## src/dwrc_ram.sv

```systemverilog
module dwrc_ram #(
   parameter int WIDTH = 8,
   parameter int DEPTH = 16
) (
   input  logic                     clock,
   input  logic                     wr_en,
   input  logic [$clog2(DEPTH)-1:0] wr_addr,
   input  logic [WIDTH-1:0]         wr_data,
   input  logic                     rd_en,
   input  logic [$clog2(DEPTH)-1:0] rd_addr,
   output logic [WIDTH-1:0]         rd_data
);

   logic [WIDTH-1:0] mem [DEPTH];
   logic [WIDTH-1:0] rd_data_ff;

   always_ff @(posedge clock) begin
      if (wr_en) begin
         mem[wr_addr] <= wr_data;
      end
      if (rd_en) begin
         rd_data_ff <= mem[rd_addr];
      end
   end

   assign rd_data = rd_data_ff;

endmodule

```

## config.mk

```make
export PLATFORM = sky130hd
export DESIGN_NAME = dwrc_ram
export DESIGN_NICKNAME = d
export VERILOG_FILES = /design/src/dwrc_ram.sv
export SDC_FILE = /design/constraint.sdc
export NUM_CORES = 1
export LEC_CHECK = 0
export BUFFER_PORTS_ARGS = -buffer_cell sky130_fd_sc_hd__buf_2
export CAP_MARGIN = 20
export CORE_MARGIN = 4
export CORE_UTILIZATION = 25
export DETAILED_ROUTE_END_ITERATION = 7
export RECOVER_POWER = 100
export SYNTH_ARGS = -nofsm -noshare
export SYNTH_HDL_FRONTEND = slang
export SYNTH_SLANG_ARGS = --single-unit
export TNS_END_PERCENT = 20
```

## constraint.sdc

```tcl
create_clock -name clock -period 2.4 [get_ports clock]
set_input_delay 0.48 -clock clock [delete_from_list [all_inputs] [get_ports clock]]
set_output_delay 0.48 -clock clock [all_outputs]
set_load 0.05 [all_outputs]
```

== Word level (Yosys, flattened, before mapping) ==
Memories as Yosys holds them, arrays and structs flattened. A register that Yosys moved wholly into a read port is not among the register bits.
Cells that the tools add are included.

* Output and inout bits: 8
* Input bits: 19
* RAM bits: 128
* Memories kept: 1
* Word-level logic and storage cells: 3
* Flip-flop bits (word level): 0

* Mux-type cells: 2

{| class="wikitable"
|+ Memory list
! memory !! depth !! bits a word !! rd ports !! clocked after Yosys merged registers in !! write ports !! RTL line !! RTL
|-
| mem || 16 || 8 || 1 || 1 || 1 || 14 || <nowiki>logic [WIDTH-1:0] mem [DEPTH];</nowiki>
|}

{| class="wikitable"
|+ Operators by type and width
! cell !! count
|-
| $mux W1 || 2
|}

== Logic depth before layout (Yosys ltp) ==
* Word-level depth: 2
* Gate-level depth with buffers: 5
* Mapped depth without buffers: 3

== Least setup slack after synthesis ==
Ideal clock, no wire load.

* Path kind: input -> register
* Start point: input wr_addr[2]
* End point: memory mem[0][0] (enable)
* Data arrival time: 1,590 ps
* Data required time: 2,017 ps
* Library setup time: 383 ps
* Cell stages on the path: 2
* Path buffers: 0
* Slack: 427 ps
* Cell sequence: or3b_2 > nor3_1

{| class="wikitable"
|+ RTL lines
! element !! RTL line !! RTL
|-
| start, declared || 7 || <nowiki>input logic [$clog2(DEPTH)-1:0] wr_addr,</nowiki>
|-
| end, declared || 14 ||
|}

No word-level cell before the write port.

==> results.json <==
{
  "skew_ps": 4.88,
  "finalSetupTns_ps": 0,
  "cts.sinks": 136,
  "antenna_found_initial": 0,
  "criticalPathCategory": "input pin to flip-flop",
  "hold-worst-slack_ps": 587,
  "fp.dieH_um": 153,
  "grt_pass1_wl_um": 17000,
  "holdCritPathClass": "input pin to flip-flop",
  "post_drt_via_cell_ratio": 4.37,
  "power.internal_mw": 4.62,
  "netlist_top_cells_area": "edfxtp_1, mux4_2, mux4_1",
  "instances_no_fill": 572,
  "grt_max_degree": 33,
  "sw_frac_of_total_pct": 20.2,
  "io_pins": 27,
  "clockRootBuffer": "clkbuf_16",
  "coreArea_um2": 20400,
  "drive_above_1_share_pct": 20.5,
  "pwr-share-seq_pct": 46.5,
  "grt_pass1_vias": 2666,
  "cp-start-kind": "input pin",
  "synth-main-ff-cell": "edfxtp_1",
  "final-setup-viol-count": 0,
  "synth_common_cells": "edfxtp_1, mux4_2, a22oi_1",
  "place_area_um2": 5820,
  "place_hpwl_um": 7140,
  "rsz0062_at_grt": "false",
  "critPathMaxFanout": 13,
  "dieArea_um2": 23300,
  "overflow": 0,
  "ys_seq_area_share_pct": 78.1,
  "post-cts-setup-buffers": 0,
  "start_util_pct": 25.6,
  "cts_resized": 0,
  "clockPowerShare_pct": 48.6,
  "diodes": 0,
  "gp_congestion": 0.794,
  "die_w_um": 153,
  "num_vias": 2499,
  "worst_ep_required_time_ps": 2550,
  "synthToLayoutAreaGrowth_pct": 21.9,
  "grt_use_total_pct": 10.0,
  "cts_buffers": 17,
  "worstSkewPairLatency_ps": 420,
  "max_freq_mhz": 510,
  "synthDistinctLibCells": 18,
  "leakage_nw": 2.02,
  "cts_hold_buf": 0,
  "first_iter_violations": 247,
  "outcome": "complete, no violations",
  "routedWlPerCell_um": 19.7,
  "reg2reg_slack_ps": 850,
  "yosysTopAreaCellShare_pct": 78.1,
  "cts_tree": "built",
  "ant_nets": 0,
  "detail_route.wirelength_um": 11300,
  "synth.largest_area_cell": "edfxtp_1",
  "netlist_area_um2": 5230,
  "htree_levels": 4,
  "synth_nets": 248,
  "finalHoldViolations": 0,
  "fin_crit_ps": 1960,
  "final_core_util_pct": 31.2,
  "vdd_ir_drop_max_uv": 780,
  "placedCellCount": 540,
  "power.switching_mw": 1.17,
  "p_per_area_nw_per_um2": 909,
  "synth-edff-count": 136,
  "syn_area_per_cell_um2": 22.8,
  "worstPathArrival_ps": 2110,
  "path_clk_slew_ps": 60,
  "finalInstanceArea_um2": 6370,
  "drtPass1Iterations": 4,
  "cp-end-kind": "flip-flop",
  "p_comb_share_pct": 4.8,
  "yosys_warnings": 0,
  "cts_buffer_depth": 2,
  "maxSlewViolCount": 0,
  "synthArstFlopShare_pct": 0,
  "drc": 0,
  "yosysMostFrequentCell": "edfxtp_1",
  "syn_inst": 229,
  "yosys_register_bits": 136,
  "maxCapViolCount": 0,
  "fin_nets": 308,
  "slew_headroom_pct": 44.6,
  "tightest_slew_ps": 830,
  "fillers": 2020,
  "num_rows": 52,
  "timing.final.crit_share_pct": 81.7,
  "port_buffers": 26
}
==> state kept, by name, summed over array words and instances (netlist names) <==
register  flops
mem         128
rd_data       8
==> per-layer routing <==
layer | vias up | wire, um | global-route usage (%) | part of all wire (%)
li1 | 1107 | - | - | -
met1 | 1297 | 5200 | 14.0 | 46
met2 | 83 | 5160 | 14.6 | 46
met3 | 12 | 811 | 3.49 | 7.2
met4 | 0 | 105 | 3.31 | 0.93
met5 | - | 0 | 0 | 0
==> cells by family after synthesis <==
group,after synthesis,synth area share (%)
muxes,32,14.8
and+or+nand+nor,35,3.14
AOI/OAI and AO/OA,16,2.30
buffers and inverters,10,1.65
DFF,136,78.1
==> layout by cell type (no fill, tap or decap), drive strengths merged <==
cell type,count
a22oi,16
and2,1
and2b,1
buf,11
bufinv,5
clkbuf,57
clkinv,4
clkinvlp,4
edfxtp,136
inv,2
mux4,32
nand2,9
nand2b,2
nand3,1
nand3b,2
nor2,13
nor2b,1
nor3,4
or3b,1
==> power groups by stage <==
stage / combinational, mW / clock [mW] / sequential, mW
CTS: 0.296 / 2.87 / 2.69
global route: 0.305 / 2.99 / 2.70
detailed placement: 0.295 / 0 / 2.74
finish: 0.280 / 2.82 / 2.69
floorplan: 0.135 / 0 / 2.78
global placement: 0.287 / 0 / 2.74
==> area by class of cell <==
type                    instances  area (um2)  share of cell area (%)
flip-flops and latches        136        4080                    64.1
well taps                     270         338                    5.30
clock buffers                  17         425                    6.68
clock inverters                15         225                    3.53
multi-input cells              83        1060                    16.6
repair buffers                 51         243                    3.81
==> worst paths after layout <==
kind	startpoint	to	cells after the start
hold / removal	rd_en	rd_data[0]$_DFFE_PP_	1
hold reg to reg	mem[12][1]$_DFFE_PP_	rd_data[1]$_DFFE_PP_	3
setup / recovery	rd_addr[0]	rd_data[4]$_DFFE_PP_	5
setup reg to reg	mem[8][4]$_DFFE_PP_	rd_data[4]$_DFFE_PP_	3
==> critical path, stage by stage <==
cell	delay, ps
clkbuf_1	390
buf_12	230
mux4_1	560
a22oi_1	320
nand2_1	110
==> per-stage QoR <==
stage | setup WS, ps | power (mW)
2_1_floorplan | 427 | 2.91
3_3_place_gp | 238 | 3.03
3_5_place_dp | 227 | 3.04
4_1_cts | 675 | 5.86
5_1_grt | 319 | 5.99
6_report | 440 | 5.79
No activity file was read; power rests on OpenSTA's default activity.
