==> src/dwrc_pkg.sv <==
package dwrc_pkg;

   localparam int SAMPLE_BITS = 24;
   localparam int SHORT_DEPTH = 512;
   localparam int LONG_DEPTH = 4096;

   localparam int SHORT_ADDR_BITS = $clog2(SHORT_DEPTH);
   localparam int LONG_ADDR_BITS = $clog2(LONG_DEPTH);
   localparam int SHORT_LEN_BITS = $clog2(SHORT_DEPTH + 1);
   localparam int LONG_LEN_BITS = $clog2(LONG_DEPTH + 1);
   localparam int SHORT_SUM_BITS = SAMPLE_BITS + SHORT_ADDR_BITS;
   localparam int LONG_SUM_BITS = SAMPLE_BITS + LONG_ADDR_BITS;

   localparam logic [SHORT_LEN_BITS-1:0] SHORT_LEN_RESET = SHORT_LEN_BITS'(430);
   localparam logic [LONG_LEN_BITS-1:0] LONG_LEN_RESET = LONG_LEN_BITS'(2583);

   localparam int Q_FRAC = 16;
   localparam int REL_BITS = 32;
   localparam int REL_NUM_BITS = SAMPLE_BITS + 1 + Q_FRAC;

   localparam int SUM_MAX_BITS =
      (LONG_SUM_BITS > SHORT_SUM_BITS) ? LONG_SUM_BITS : SHORT_SUM_BITS;
   localparam int MAG_RAW = (SUM_MAX_BITS > REL_NUM_BITS) ? SUM_MAX_BITS : REL_NUM_BITS;
   localparam int MAG_BITS = MAG_RAW + (MAG_RAW % 2);
   localparam int NUM_BITS = MAG_BITS + 1;
   localparam int DEN_BITS =
      (SAMPLE_BITS > LONG_LEN_BITS + 1) ? SAMPLE_BITS : LONG_LEN_BITS + 1;
   localparam int DIV_STEPS = MAG_BITS / 2;
   localparam int DIV_CNT_BITS = $clog2(DIV_STEPS);

   localparam logic [REL_BITS-1:0] REL_MAX = {1'b0, {(REL_BITS-1){1'b1}}};
   localparam logic [REL_BITS-1:0] REL_MIN = {1'b1, {(REL_BITS-1){1'b0}}};

   localparam int CSR_INDEX_BITS = 2;
   localparam int CSR_DATA_BITS = LONG_LEN_BITS;
   localparam logic [CSR_INDEX_BITS-1:0] CSR_SHORT_LENGTH = CSR_INDEX_BITS'(0);
   localparam logic [CSR_INDEX_BITS-1:0] CSR_LONG_LENGTH = CSR_INDEX_BITS'(1);

   localparam int REQ_DATA_BITS = ((SAMPLE_BITS + 7) / 8) * 8;
   localparam int RSP_FIELD_BITS = 2 * SAMPLE_BITS + REL_BITS;
   localparam int RSP_DATA_BITS = ((RSP_FIELD_BITS + 7) / 8) * 8;

   typedef enum logic [2:0] {
      DV_IDLE = 3'b001,
      DV_RUN  = 3'b010,
      DV_FIX  = 3'b100
   } div_state_type;

   typedef enum logic [5:0] {
      ST_IDLE      = 6'b000001,
      ST_UPDATE    = 6'b000010,
      ST_DIV_SHORT = 6'b000100,
      ST_DIV_LONG  = 6'b001000,
      ST_DIV_REL   = 6'b010000,
      ST_OUT       = 6'b100000
   } state_type;

endpackage

==> src/dwrc_div.sv <==
module dwrc_div
   import dwrc_pkg::*;
(
   input  logic                       clock,
   input  logic                       reset,
   input  logic                       start,
   input  logic signed [NUM_BITS-1:0] num,
   input  logic signed [DEN_BITS-1:0] den,
   output logic                       done,
   output logic signed [NUM_BITS-1:0] quo
);

   div_state_type             state_ff, state_in;
   logic [DIV_CNT_BITS-1:0]   cnt_ff, cnt_in;
   logic                      done_ff, done_in;
   logic [DEN_BITS:0]         rem_ff, rem_in;
   logic [MAG_BITS-1:0]       q_ff, q_in;
   logic [DEN_BITS-1:0]       den_ff, den_in;
   logic                      neg_ff, neg_in;
   logic signed [NUM_BITS-1:0] quo_ff, quo_in;
   logic [NUM_BITS-1:0]       num_mag;
   logic [DEN_BITS-1:0]       den_mag;
   logic [DEN_BITS:0]         rem_w;
   logic [DEN_BITS:0]         rem_t;
   logic [MAG_BITS-1:0]       q_w;
   logic [NUM_BITS-1:0]       q_ext;

   assign num_mag = num[NUM_BITS-1] ? (~num + 1'b1) : num;
   assign den_mag = den[DEN_BITS-1] ? (~den + 1'b1) : den;

   // two restoring steps per cycle
   always_comb begin
      rem_w = rem_ff;
      q_w = q_ff;
      rem_t = rem_ff;
      for (int k = 0; k < 2; k++) begin
         rem_t = {rem_w[DEN_BITS-1:0], q_w[MAG_BITS-1]};
         q_w = {q_w[MAG_BITS-2:0], 1'b0};
         if (rem_t >= {1'b0, den_ff}) begin
            rem_t = rem_t - {1'b0, den_ff};
            q_w[0] = 1'b1;
         end
         rem_w = rem_t;
      end
   end

   assign q_ext = {1'b0, q_ff};

   always_comb begin
      state_in = state_ff;
      cnt_in = cnt_ff;
      done_in = 1'b0;
      rem_in = rem_ff;
      q_in = q_ff;
      den_in = den_ff;
      neg_in = neg_ff;
      quo_in = quo_ff;
      if (start) begin
         state_in = DV_RUN;
         cnt_in = DIV_CNT_BITS'(DIV_STEPS - 1);
         rem_in = '0;
         q_in = num_mag[MAG_BITS-1:0];
         den_in = den_mag;
         neg_in = num[NUM_BITS-1] ^ den[DEN_BITS-1];
      end else begin
         unique case (state_ff)
            DV_IDLE: begin
            end
            DV_RUN: begin
               rem_in = rem_w;
               q_in = q_w;
               cnt_in = cnt_ff - 1'b1;
               if (cnt_ff == '0) begin
                  state_in = DV_FIX;
               end
            end
            DV_FIX: begin
               quo_in = neg_ff ? signed'(~q_ext + 1'b1) : signed'(q_ext);
               done_in = 1'b1;
               state_in = DV_IDLE;
            end
            default: begin
               state_in = DV_IDLE;
            end
         endcase
      end
   end

   always_ff @(posedge clock) begin
      if (reset) begin
         state_ff <= DV_IDLE;
         done_ff <= 1'b0;
      end else begin
         state_ff <= state_in;
         done_ff <= done_in;
      end
   end

   always_ff @(posedge clock) begin
      cnt_ff <= cnt_in;
      rem_ff <= rem_in;
      q_ff <= q_in;
      den_ff <= den_in;
      neg_ff <= neg_in;
      quo_ff <= quo_in;
   end

   assign done = done_ff;
   assign quo = quo_ff;

endmodule

==> config.mk <==
export PLATFORM = sky130hd
export DESIGN_NAME = dwrc_div
export DESIGN_NICKNAME = d
export VERILOG_FILES = /design/src/dwrc_pkg.sv /design/src/dwrc_div.sv
export SDC_FILE = /design/constraint.sdc
export NUM_CORES = 1
export LEC_CHECK = 0
export BUFFER_PORTS_ARGS = -buffer_cell sky130_fd_sc_hd__buf_2
export CAP_MARGIN = 5
export CELL_PAD_IN_SITES_DETAIL_PLACEMENT = 0
export CELL_PAD_IN_SITES_GLOBAL_PLACEMENT = 1
export CORE_MARGIN = 2
export CORE_UTILIZATION = 25
export DETAILED_ROUTE_END_ITERATION = 16
export PLACE_DENSITY_LB_ADDON = 0.1
export SLEW_MARGIN = 20
export SYNTH_ARGS = -nofsm -noshare
export SYNTH_HDL_FRONTEND = slang
export SYNTH_SLANG_ARGS = --single-unit
==> constraint.sdc <==
create_clock -name clock -period 6.82 [get_ports clock]
set_input_delay 0.682 -clock clock [delete_from_list [all_inputs] [get_ports clock]]
set_output_delay 0.682 -clock clock [all_outputs]
set_load 0.05 [all_outputs]
Yosys cells after proc, flatten, opt, wreduce, memory -nomap -nowiden --
Index checks and enable logic that the tools add are counted.
Storage, ports and cells: flip-flop bits (word level) 143, input bits 70, word-level logic and storage cells 50
Cells by class: add/subtract/negate cells 6, $lt $le $gt $ge 2, equal/unequal tests 6, mux-type cells 13, bitwise logic cells 6, reductions and logical operators 6
Operators with widths (count):
- $mux 42 | 4
- $ge 25x24->1 | 2
- $mux 24 | 2
- $sub 24x24->24 | 2
- $add 43x1->43 const B | 1
- $not 42->43 | 1
- $add 42x1->42 const B | 1
- $not 42->42 | 1
- $add 24x1->24 const B | 1
- $not 24->24 | 1
- $mux 23 | 1
- $pmux 3 s2 | 1
- $reduce_and 2->1 | 3
- $logic_not 5->1 | 1
- $sub 5x1->5 const B | 1
- $ne 2x2->1 const B | 2
- $eq 3x1->1 const B | 1
- $eq 3x2->1 const B | 1
- $eq 3x3->1 const B | 1
- $mux 1 | 3
- $mux 3 | 1
- $ne 3x3->1 const B | 1
- $mux 2 | 1
- $not 1->1 | 2
- other kinds (3) | 3

Longest topological paths before layout --
Gate-level depths: netlist (run 1).
depth in word-level cells 6, gate-level depth with buffers 23, mapped depth without buffers 21

Worst setup path after synthesis (run 1) --
No wires, ideal clock.
path kind input -> register, start point input start, end point register quo_ff[0] (netlist: quo[0]), enable pin, data arrival time 5.407 ns, path slack 0.845 ns, cell stages on the path 2, buffers on the path 1, cell sequence clkbuf_1 > nor4b_1
Between the ends: cells in the longest elaborated chain, start to end 2
Ends and longest elaborated chain:
- start, declared | RTL line dwrc_div.sv:6 | input logic start,
- $not 1->1 (no source line)
- $reduce_and 2->1 (no source line)
- end signal, assigned | RTL line dwrc_div.sv:105 | quo_ff <= quo_in;
- end, declared | RTL line dwrc_div.sv:20 | logic signed [NUM_BITS-1:0] quo_ff, quo_in;
No other way between the ends. A chain may end at the register's enable or synchronous reset.

Worst setup path after layout (run 1) --
start point register q_ff[41], end point register rem_ff[22]
Between the ends: cells in the longest elaborated chain, start to end 4, elaborated cells between the ends (all ways) 6, classes of those cells 2 x add/sub; 2 x order compare; 2 x mux
Ends and longest elaborated chain:
- start, declared | RTL line dwrc_div.sv:17 | logic [MAG_BITS-1:0] q_ff, q_in;
- start signal, assigned | RTL line dwrc_div.sv:102 | q_ff <= q_in;
- $sub 24x24->24 / $ge 25x24->1 (equally long branches) | RTL line dwrc_div.sv:40, dwrc_div.sv:39
- $mux 24 (*) | RTL line dwrc_div.sv:39 | if (rem_t >= {1'b0, den_ff}) begin
- $sub 24x24->24 / $ge 25x24->1 (equally long branches) | RTL line dwrc_div.sv:40, dwrc_div.sv:39
- $mux 24 (*) | RTL line dwrc_div.sv:39
- end signal, assigned | RTL line dwrc_div.sv:101 | rem_ff <= rem_in;
- end, declared | RTL line dwrc_div.sv:16 | logic [DEN_BITS:0] rem_ff, rem_in;
Mark *: on every way between the ends. The rest lies on a longest branch, timed or not.

==> out/qor.txt, run 1 <==
Avg WL per Cell = 17.4 um
Non-Filler Instances = 1678
Fin nets = 1264
Most frequent cells after synthesis = edfxtp_1 (110), xnor2_1 (95), nor2_1 (93), a21oi_1 (78), o21ai_0 (71)
Final Max Slew Viols = 0
PostCTS Resize Cnt = 0
XOR/XNOR Fraction of Synth Area = 12.7%
Top-count cell post-synth = edfxtp_1
Worst Setup Start Kind = flop
Grt ovf = 0
CP arrival = 6.36 ns
Layout area overhead = 17.1%
Drc violations = 0
Die Ht = 204 um
Kind of critical path = flop to flop
Vias per cell = 4.80
Core ar. = 39600 um2
Register bit total from synthesis = 143
Largest cells by area after synthesis = edfxtp_1 (33%), xnor2_1 (8.3%), dfxtp_1 (6.6%)
Tmin final = 6.03 ns
Hold slack final = 0.476 ns
Synth Area in Simple Gates = 13.9%
DR vias = 8051
Post-synth top flop = edfxtp_1
CP endpoint kind = flop
Post-placement cell count = 1646
Port buffer count = 113
Dominant cell type by area after synthesis = edfxtp_1
Distinct cells, synth = 66
Post-cts hold buffer count = 0
LEAKAGE = 4.55 nW
Die footprint = 41800 um2
Clk root buf = clkbuf_16
Pwr Density = 213 nW/um2
FF/Latch Area = 3960 um2
RSZ-0062 raised after global routing = false
Top Ports = 114
Setup WS post-layout = 0.792 ns
Tot GR Track Use = 14.3%
Worst-Margin Slew = 1.00 ns
Router iterations before antenna repair = 4
Largest net degree at the start of global routing = 78
Cell Area, Synth = 10000 um2
Final Hold Violating Endpoints = 0
Fill count = 4248
Final RePlAce weighted congestion = 0.809
Die width = 204 um
Skew final = 0.0150 ns
Main combinational cell family by area after synthesis = compound AO/OA/AOI/OAI gates
Post-Syn Area per Cell = 9.68 um2
Sequential area share after synthesis = 39.5%
Cell row count = 73
Post-synthesis cell count = 1037
Mapped Nets = 1161
Multi-input gate area = 5780 um2
Mux cell area share after synthesis = 5.01%
Synth Area in Compound Gates = 18.9%
EDFF count, synth = 110
Max IR drop VDD = 0.000175 V
CP Max Fanout = 26
Critical Path RT = 7.15 ns
TritonCTS clock tree = built
Final period util = 88.4%
Worst slack at placement = 0.851 ns
Post-route ant nets = 0
Outcome = completed
Number of global-route vias before repair = 8063
Global-route wire length before repair = 45900 um
Setup bufs post-CTS = 0
Total wire length = 29200 um
Post-synthesis adder-cell area fraction = 6.88%
Share of the synthesized area in the top cell type = 32.9%
H-tree Lvls = 4
Worst min path class = primary input to flop
DR iter-0 viols = 321
Antenna Diode Count = 0
TritonCTS Sinks = 143
Fraction of registers with async set/reset = 0%
Rel. slew slack = 32.9%
Share of layout cells above drive strength 1 = 16.9%
Initial antenna violation count = 0
Yosys warns = 0
Final setup fails = 0
Maxcap violations = 0
Clock transition at path regs = 0.06 ns
Cts bufs inserted = 17
Final HPWL DP = 22100 um
Clock insertion delay at the later pin of the skew report = 0.45 ns
FMAX = 166 MHz
Clock buffer depth = 2
Initial Util = 25.3%
Total negative setup slack = 0 ns
sequential cells by signal, summed over array words and instances (netlist names):
signal / count
den_ff: 24
state_ff: 3
q_ff: 42
rem_ff: 24
cnt_ff: 5
done: 1
quo: 43
neg_ff: 1
critical path, cell delays in order, from the launching register on:
cell	delay [ns]
edfxtp_1	0.43
inv_1	0.06
ha_1	0.21
nand2b_1	0.16
a211oi_1	0.46
nor2_1	0.14
o31ai_1	0.60
o31a_1	0.34
nor2_4	0.19
nand2_1	0.13
o21ai_0	0.19
fa_1	0.52
a211oi_1	0.46
o211ai_1	0.17
a221o_1	0.36
a21o_1	0.28
a211o_1	0.32
o21ba_2	0.23
mux2i_1	0.11
or3_1	0.34
a22o_1	0.18
area by class of cell:
cell class / count / share of cell area (%)
multi-input cells: 813 / 49.2
flip-flops and latches: 143 / 33.7
well taps: 525 / 5.59
repair buffers: 119 / 5.32
clock buffers: 21 / 3.75
inverters: 46 / 1.48
clock inverters: 11 / 0.969
per-stage QoR:
stage / util (%) / total power [mW] / area (um2)
2_1_floorplan: - / 1.43 / 10000
3_3_place_gp: 28.2 / 1.61 / 11200
3_5_place_dp: 28.2 / 1.60 / 11200
4_1_cts: 29.6 / 2.55 / 11800
5_1_grt: 29.6 / 2.66 / 11800
6_report: 29.6 / 2.51 / 11800
final timing paths:
kind	cells past startpoint	startpoint	slack, ns	to
min reg2reg	2	rem_ff[21]$_SDFFE_PP0P_	0.49	rem_ff[21]$_SDFFE_PP0P_
max reg2reg	20	q_ff[41]$_DFFE_PN_	0.79	rem_ff[22]$_SDFFE_PP0P_
min	2	reset	0.48	state_ff[1]$_SDFFE_PP0P_
max	20	q_ff[41]$_DFFE_PN_	0.79	rem_ff[22]$_SDFFE_PP0P_
report_power, final:
group	switching, mW	internal [mW]	leakage (nW)	total [mW]
clock	0.395	0.535	0.266	0.931
combinational	0.307	0.220	2.98	0.527
sequential	0.0418	1.01	1.31	1.05
layer usage:
metal	vias to the layer above	track usage [%]	share of wire, %
met2	122	23.4	46
met1	3856	19.3	49
li1	4054	-	-
met4	0	3.91	1.2
met3	19	2.63	3.3
met5	-	0	0
layout by cell type (no fill, tap or decap), types with 7 or more instances in the layout:
cell type,n
a211oi_1,26
a21o_1,15
a21oi_1,78
and3_1,7
buf_2,112
clkbuf_16,17
dfxtp_1,33
edfxtp_1,110
ha_1,52
inv_1,45
mux2_2,26
mux2i_1,21
nand2_1,63
nand2b_1,15
nand4_1,7
nor2_1,92
nor2b_1,7
nor3_1,10
o211ai_1,7
o21ai_0,71
o31ai_1,31
o41ai_1,15
or2_2,7
or3_1,18
or4_1,14
xnor2_1,95
xor2_1,51
cells by family after synthesis:
group                      Yosys count
AOI/OAI and AO/OA                  289
xor gates and xnor gates           146
adders and majority gates           54
buffers and inverters               81
DFF                                143
muxes                               47
and+or+nand+nor                    277
Note: power is estimated with default switching activity, not from simulation.
==> run 2, diff against run 1 <==
Settings changed: CTS_BUF_LIST set to sky130_fd_sc_hd__clkbuf_4 sky130_fd_sc_hd__clkbuf_8.
==> run 2 against run 1 <==
  * Critical path depth stayed put
  * Clock power is 25% lower
  * Flip-flop and latch count did not move
==> out/qor.txt, run 2 (synthesis results as in run 1) <==
Post-layout util = 29.2% (-0.45 points)
Total wire length = 29100 um (-0.31%)
Clock buffer depth = 2 (unchanged)
Initial antenna violation count = 0 (unchanged)
Skew final = 0.0142 ns (-0.000855 ns)
Worst-Margin Slew = 0.997 ns (-0.00535 ns)
Cts bufs inserted = 17 (unchanged)
Worst setup path startpoint = den_ff[4]$_DFFE_PP_
Die Ht = 204 um (unchanged)
Final Max Slew Viols = 0 (unchanged)
Layout area overhead = 15.4%
CP Max Fanout = 26 (unchanged)
Rel. slew slack = 33.3% (+0.36 points)
Cell row count = 73 (unchanged)
Final setup fails = 0 (unchanged)
Commonest non-fill, non-tap cell in the layout = buf_2
R2R Path End = rem_ff[22]$_SDFFE_PP0P_
Post-cts hold buffer count = 0 (unchanged)
Port buffer count = 113 (unchanged)
Worst min path class = primary input to flop
Clock insertion delay at the later pin of the skew report = 0.48 ns (+0.03 ns)
FMAX = 166 MHz (about the same)
Number of global-route vias before repair = 8021 (-0.52%)
Router iterations before antenna repair = 4 (unchanged)
RSZ-0062 raised after global routing = false
CP endpoint kind = flop
Outcome = completed
Top Ports = 114 (unchanged)
FF-to-FF setup slack = 0.79 ns (about the same)
Die width = 204 um (unchanged)
Fin nets = 1264 (unchanged)
Total negative setup slack = 0 ns (unchanged)
Vias per cell = 4.78 (-0.42%)
Grt ovf = 0 (unchanged)
Initial Util = 25.3% (unchanged)
Tmin final = 6.03 ns (+0.00238 ns)
Final RePlAce weighted congestion = 0.809 (unchanged)
Setup bufs post-CTS = 0 (unchanged)
TritonCTS clock tree = built
Critical Path RT = 7.19 ns (+0.04 ns)
DR iter-0 viols = 379 (+18%)
Worst Setup Start Kind = flop
Antenna Diode Count = 0 (unchanged)
Worst slack at placement = 0.851 ns (unchanged)
PostCTS Resize Cnt = 0 (unchanged)
Critical Path End = rem_ff[22]$_SDFFE_PP0P_
Post-route ant nets = 0 (unchanged)
Final period util = 88.4% (about the same)
Global-route wire length before repair = 45700 um (-0.36%)
Kind of critical path = flop to flop
LEAKAGE = 4.48 nW (-1.6%)
Max IR drop VDD = 0.000113 V (-35%)
Maxcap violations = 0 (unchanged)
Core ar. = 39600 um2 (unchanged)
Fill count = 4280 (+0.75%)
Setup WS post-layout = 0.789 ns (-0.00238 ns)
Share of layout cells above drive strength 1 = 17.3% (+0.35 points)
Largest net degree at the start of global routing = 78 (unchanged)
H-tree Lvls = 4 (unchanged)
Final HPWL DP = 22100 um (unchanged)
Pwr Density = 196 nW/um2 (-7.9%)
TritonCTS Sinks = 143 (unchanged)
Tot GR Track Use = 14.2% (-0.098 points)
Clk root buf = clkbuf_8
Final Hold Violating Endpoints = 0 (unchanged)
Max reg flops = 43 (unchanged)
DR vias = 8017 (-0.42%)
Most frequent cells in the layout = buf_2 (112), edfxtp_1 (110), xnor2_1 (95)
Drc violations = 0 (unchanged)
Clock transition at path regs = 0.08 ns (+0.02 ns)
Worst reg2reg path startpoint = den_ff[4]$_DFFE_PP_
Avg WL per Cell = 17.4 um (-0.31%)
Worst reg-to-reg path cell count = 20 (unchanged)
Die footprint = 41800 um2 (unchanged)
CP arrival = 6.40 ns (+0.04 ns)
-- run 2: cell counts in the layout (fill, tap and decap cells not counted) --
Identical to the previous run, type by type.
-- run 2: routing by layer --
metal	routed length, um	share of wire [%]	GRT usage (%)	up-vias
met1	14200	49	19.2	3813
li1	-	-	-	4058
met2	13600	47	23.4	128
met5	0	0	0	-
met4	322	1.1	3.44	0
met3	952	3.3	2.63	18
-- run 2: final cells by class --
cell class | instances | area (um2) | share of cell area (%)
inverters | 46 | 174 | 1.50
multi-input cells | 813 | 5780 | 49.9
clock inverters | 11 | 114 | 0.984
flip-flops and latches | 143 | 3960 | 34.2
repair buffers | 119 | 626 | 5.40
well taps | 525 | 657 | 5.68
clock buffers | 21 | 264 | 2.28
-- run 2: worst max-delay path, cell delays in order (launching register included) --
cell	delay, ns
edfxtp_1	0.33
inv_1	0.06
ha_1	0.34
nand2_1	0.16
a211oi_1	0.46
nor2_1	0.14
o31ai_1	0.59
o31a_1	0.34
nor2_4	0.20
nand2_1	0.13
o21ai_0	0.19
fa_1	0.53
a211oi_1	0.46
o211ai_1	0.17
a221o_1	0.36
a21o_1	0.28
a211o_1	0.33
o21ba_2	0.23
mux2i_1	0.11
or3_1	0.34
a22o_1	0.19
-- run 2: worst min-delay path by stage --
stage | from | to | slack [ns] | cells after the start
after CTS | reset | state_ff[1]$_SDFFE_PP0P_ | 0.40 | 2
after global placement | rem_ff[20]$_SDFFE_PP0P_ | rem_ff[20]$_SDFFE_PP0P_ | 0.48 | 2
final | reset | state_ff[1]$_SDFFE_PP0P_ | 0.44 | 2
after detailed placement | rem_ff[21]$_SDFFE_PP0P_ | rem_ff[21]$_SDFFE_PP0P_ | 0.48 | 2
after global routing | reset | state_ff[1]$_SDFFE_PP0P_ | 0.40 | 2
after floorplan | rem_ff[20]$_SDFFE_PP0P_ | rem_ff[20]$_SDFFE_PP0P_ | 0.45 | 2
-- run 2: report_power, final --
part / internal [mW] / switching (mW)
clock network: 0.338 / 0.360
registers: 1.01 / 0.0418
logic: 0.220 / 0.307
total: 1.57 / 0.709
-- run 2: through the flow --
stage	cells	total power [mW]	area, um2	hold slack (ns)
after floorplan	1037	1.43	10000	0.453
after global placement	1646	1.61	11200	0.482
after detailed placement	1646	1.60	11200	0.485
after CTS	1678	2.32	11600	0.397
after global routing	1678	2.42	11600	0.403
final	1678	2.27	11600	0.439
